File: src/hw/rtl/rhpf_pkg.sv
// rhpf_pkg: shared types, hash constants and modular helpers for the pattern finder
package rhpf_pkg;

   localparam int HASH_W = 31;
   localparam logic [31:0] HASH_MOD = 32'd2000002853;
   localparam logic [7:0] HASH_BASE = 8'd137;

   localparam logic [1:0] OP_TEXT = 2'd0;
   localparam logic [1:0] OP_PATTERN = 2'd1;
   localparam logic [1:0] OP_QUERY = 2'd2;
   localparam logic [1:0] OP_NOP = 2'd3;

   typedef enum logic [4:0] {
      ST_IDLE,
      ST_PAT_MUL,
      ST_FIN,
      ST_SCAN_RD,
      ST_SCAN_CHK,
      ST_FIN_WR,
      ST_Q_RD,
      ST_Q_CHK1,
      ST_Q_CHK2,
      ST_W_RD,
      ST_W_PUSH,
      ST_W_PWAIT,
      ST_W_TOP,
      ST_W_TWAIT,
      ST_R_RD1,
      ST_R_DROP,
      ST_R_DWAIT,
      ST_R_RD2,
      ST_R_PUSH,
      ST_R_PWAIT,
      ST_DONE
   } state_type;

   function automatic logic [HASH_W-1:0] mod_add(input logic [HASH_W-1:0] a,
                                                 input logic [HASH_W-1:0] b);
      logic [31:0] sum;
      logic [31:0] red;
      begin
         sum = {1'b0, a} + {1'b0, b};
         red = (sum >= HASH_MOD) ? (sum - HASH_MOD) : sum;
         mod_add = red[HASH_W-1:0];
      end
   endfunction

   function automatic logic [HASH_W-1:0] mod_sub(input logic [HASH_W-1:0] a,
                                                 input logic [HASH_W-1:0] b);
      logic [31:0] dif;
      begin
         if (a >= b) begin
            dif = {1'b0, a} - {1'b0, b};
         end else begin
            dif = {1'b0, a} + HASH_MOD - {1'b0, b};
         end
         mod_sub = dif[HASH_W-1:0];
      end
   endfunction

endpackage

File: src/hw/rtl/rhpf_modmul.sv
// rhpf_modmul: shift-add modular multiply-accumulate, (a * b + c) mod the hash modulus
module rhpf_modmul (
   input  logic                           clock,
   input  logic                           reset,
   input  logic                           start,
   input  logic [rhpf_pkg::HASH_W-1:0]    a,
   input  logic [7:0]                     b,
   input  logic [rhpf_pkg::HASH_W-1:0]    c,
   output logic                           done,
   output logic [rhpf_pkg::HASH_W-1:0]    result
);

   localparam logic [4:0] LAST_STEP = 5'd16;

   logic [rhpf_pkg::HASH_W-1:0] acc_ff;
   logic [rhpf_pkg::HASH_W-1:0] acc_in;
   logic [rhpf_pkg::HASH_W-1:0] a_ff;
   logic [rhpf_pkg::HASH_W-1:0] c_ff;
   logic [7:0]                  b_ff;
   logic [4:0]                  step_ff;
   logic                        busy_ff;
   logic                        done_ff;
   logic [rhpf_pkg::HASH_W-1:0] addend;
   logic [2:0]                  bit_sel;

   // even steps double, odd steps add a when the bit is set, last step adds c
   always_comb begin
      bit_sel = 3'd7 - step_ff[3:1];
      if (step_ff == LAST_STEP) begin
         addend = c_ff;
      end else if (!step_ff[0]) begin
         addend = acc_ff;
      end else if (b_ff[bit_sel]) begin
         addend = a_ff;
      end else begin
         addend = '0;
      end
      acc_in = rhpf_pkg::mod_add(acc_ff, addend);
   end

   always_ff @(posedge clock) begin
      if (reset) begin
         busy_ff <= 1'b0;
         done_ff <= 1'b0;
      end else begin
         done_ff <= 1'b0;
         if (start) begin
            busy_ff <= 1'b1;
         end else if (busy_ff && step_ff == LAST_STEP) begin
            busy_ff <= 1'b0;
            done_ff <= 1'b1;
         end
      end
   end

   always_ff @(posedge clock) begin
      if (start) begin
         acc_ff  <= '0;
         a_ff    <= a;
         b_ff    <= b;
         c_ff    <= c;
         step_ff <= '0;
      end else if (busy_ff) begin
         acc_ff  <= acc_in;
         step_ff <= step_ff + 5'd1;
      end
   end

   assign done   = done_ff;
   assign result = acc_ff;

endmodule
File: config.mk
export PLATFORM = sky130hd
export DESIGN_NAME = rhpf_modmul
export DESIGN_NICKNAME = d
export VERILOG_FILES = /design/src/hw/rtl/rhpf_pkg.sv /design/src/hw/rtl/rhpf_modmul.sv
export SDC_FILE = /design/constraint.sdc
export NUM_CORES = 1
export LEC_CHECK = 0
export BUFFER_PORTS_ARGS = -buffer_cell sky130_fd_sc_hd__buf_2
export CORE_AREA = 2 2 130 132
export DETAILED_ROUTE_END_ITERATION = 10
export DIE_AREA = 0 0 132 134
export PLACE_DENSITY = 0.68
export SLEW_MARGIN = 30
export SYNTH_ARGS = -nofsm -noshare
export SYNTH_HDL_FRONTEND = slang
export SYNTH_SLANG_ARGS = --single-unit
File: constraint.sdc
create_clock -name clock -period 5.5 [get_ports clock]
set_clock_uncertainty 0.2 [all_clocks]
set_input_delay 0.275 -clock clock [delete_from_list [all_inputs] [get_ports clock]]
set_output_delay 0.275 -clock clock [all_outputs]
set_load 0.02 [all_outputs]
==> flow_summary.json <==
{
  "status": "finished, final reports clean",
  "clockRootBuffer": "clkbuf_16",
  "worst-setup-path-type": "register to register",
  "synthTopCellsByArea": "edfxtp_1 28%, dfxtp_1 10%, ha_1 5.8%, nand2_1 5.1%, o21ai_0 4.0%",
  "clkLatencyLatePin_ps": 380,
  "cts.sinks": 108,
  "finalSetupTns_ps": 0,
  "min_period_over_period_pct": 98.2,
  "leakage_nw": 4.12,
  "nets": 1189,
  "tightest_slew_ps": 849,
  "synth_ff_type": "edfxtp_1",
  "critPathMostFrequentCell": "buf_4",
  "drive_above_1_share_pct": 30.7,
  "die_area_sq_mm": 0.0177,
  "synth_top_area_cell": "edfxtp_1",
  "worstPathMaxFanout": 8,
  "io_buffers": 104,
  "ys_ff_latch": 108,
  "diodes": 0,
  "vdd_drop_max_uv": 188,
  "postSynthAreaPerCell_sq_um": 9.01,
  "place.gp.congestion": 0.928,
  "setup_viol": 0,
  "grt_pass1_vias": 7450,
  "path_delay_family": "compound AO/OA/AOI/OAI gates",
  "area_delta_synth_final_pct": 39.1,
  "p_total_mw": 2.66,
  "power_density_mw_per_mm2": 254,
  "grt_usage_pct": 26.9,
  "overflow": 0,
  "cp_cell_sequence": "mux4_2, mux2i_4, nor2_4, buf_4, a22oi_1, o21ai_0, ha_1, buf_4, a21o_1, o311ai_0, o311a_1, and4_1, a31oi_1, or4_4, a311o_2, a2111oi_2, a2111oi_0",
  "max_stage_delay_ps": 530,
  "final-hold-violation-count": 0,
  "startpoint_type": "register",
  "core.rowCount": 47,
  "cts_made_buffers": 9,
  "seq_area_frac_synth_pct": 38.2,
  "clkTransAtPathRegs_ps": 80,
  "worstPathRequired_ps": 5510,
  "place_ws_ps": -87.1,
  "crit_start": "step_ff[1]",
  "antenna_found_initial": 0,
  "synth_warnings": 0,
  "cts_tree": "done",
  "synth_cells": 833,
  "drtIter0Drc": 729,
  "grt_start_max_net_pins": 65,
  "die_h_microns": 134,
  "ys_top_cells_by_count": "102 x nand2_1, 70 x edfxtp_1, 60 x o21ai_0, 52 x nor2_1, 42 x a21oi_1",
  "synthArstFlopShare_pct": 0,
  "drtAntennaViolNets": 0,
  "dr.pass1.iters": 6,
  "endpoint_kind": "register",
  "cts_max_level": 3,
  "rsz0062_at_grt": "yes",
  "worstHoldPathType": "input pin to register",
  "grt_first_pass_wirelength_microns": 37900,
  "start_util_pct": 46.1,
  "fp.dieW_microns": 132,
  "ioPinCount": 105,
  "clock_path_buffers": 2,
  "dp_hpwl_microns": 17500,
  "yosysUniqueCellTypes": 84,
  "synthesis.nets": 942,
  "synth_top_cell_area_share_pct": 28.0,
  "relSlewSlack_pct": 43.4,
  "worstHoldStart": "start",
  "vias": 7834,
  "crit_buf_inv": 2,
  "via_per_inst": 6.00,
  "core_sq_mm": 0.0163,
  "slew_viol_final": 0,
  "synth_area_sq_mm": 0.00750,
  "wl_microns": 24400,
  "r2r-start": "step_ff[1]",
  "post-synth-top-count-cell": "nand2_1",
  "layout_setup_ws_ps": 98.8,
  "drc": 0,
  "fin_util_pct": 64.1,
  "max_freq_mhz": 185,
  "crit_path_top_delay_cell": "mux4_2",
  "cap_viol_max_count": 0,
  "wl_per_cell_microns": 18.7,
  "critical_path_arrival_ps": 5410,
  "synth_edf_count": 70,
  "min_period_ps": 5400
}
==> area by class of cell <==
type / count / area [sq um]
Fill cell: 1417 / 5850
Multi-Input combinational cell: 654 / 4760
Sequential cell: 108 / 2860
Timing Repair Buffer: 288 / 2160
Tap cell: 220 / 275
Clock buffer: 9 / 225
Clock inverter: 7 / 86.3
Inverter: 19 / 71.3
==> metrics by stage <==
| stage | hold WS (ps) | std cells | instance area, sq um |
|---|---|---|---|
| 6_report | 95.9 | 1305 | 10400 |
| 5_1_grt | 111 | 1305 | 10400 |
| 4_1_cts | 97.9 | 1281 | 9870 |
| 3_5_place_dp | 253 | 1194 | 8790 |
| 3_3_place_gp | 252 | 1194 | 8790 |
| 2_1_floorplan | 147 | 833 | 7520 |
==> metal layers <==
layer  share of wire (%)  routed length, microns  global-route usage, %  vias up
li1                    -                       -                      -     3755
met1                  43                   10600                   35.5     3744
met2                  48                   11700                   45.4      304
met3                 6.9                    1700                   4.95       31
met4                 1.9                     476                   7.43        0
met5                   0                       0                      0        -
==> cells in the final DEF, fill, tap and decap left out, types with 11 or more instances in the layout <==
master	netlist	routed
buf_2	11	103
o21ai_1	4	13
nor3_1	18	16
ha_1	35	24
o2111ai_1	12	11
a21oi_1	42	35
edfxtp_1	70	70
buf_4	2	101
a22oi_1	32	26
ha_2	0	11
nand2_1	102	97
and3_1	14	14
dfxtp_1	38	37
or3_1	17	15
nand3_1	28	23
nor2_1	52	49
nand4_1	11	11
o211ai_1	12	12
dlygate4sd3_1	0	71
o21ai_0	60	48
inv_1	19	17
==> worst register-to-register path: stages, from the launching register on <==
cell and delay (ps):
dfxtp_2 360, mux4_2 530, mux2i_4 230, nor2_4 110
buf_4 190, a22oi_1 160, o21ai_0 100, ha_1 330
buf_4 180, a21o_1 210, o311ai_0 420, o311a_1 340
and4_1 280, a31oi_1 90, or4_4 480, a311o_2 530
a2111oi_2 390, a2111oi_0 120
==> cell families after synthesis <==
logic type	after synthesis	synth area share, %
buffers and inverters	72	4.00
and+or+nand+nor	299	19.8
DFF	108	38.2
muxes	6	1.15
xor gates and xnor gates	20	2.33
AOI/OAI and AO/OA	292	28.5
adders and majority gates	36	6.10
==> worst paths after layout <==
kind	end	slack [ps]	cells past startpoint
max	result[9]	100	17
min	result[30]	100	2
max reg2reg	result[9]	100	17
min reg2reg	result[6]	320	2
==> power by group <==
| part | internal (mW) | leakage [nW] | switching, mW |
|---|---|---|---|
| registers | 0.932 | 0.995 | 0.0474 |
| clock network | 0.327 | 0.151 | 0.360 |
| logic | 0.420 | 2.97 | 0.568 |
==> registers in the layout (all words and copies together), names as in the netlist <==
name	count
done	1
c_ff	31
b_ff	8
result	31
step_ff	5
busy_ff	1
a_ff	31
==> timing repair <==
item | CTS | global route
gates resized for setup | 15 | 99
cloned | 0 | 2
endpoints found under the hold margin | 72 | 0
pin swaps | 2 | 54
buffers inserted | 0 | 22
setup endpoints to repair | 9 | 30
hold buffers | 71 | 0
Power figures use the tool's default switching activity.
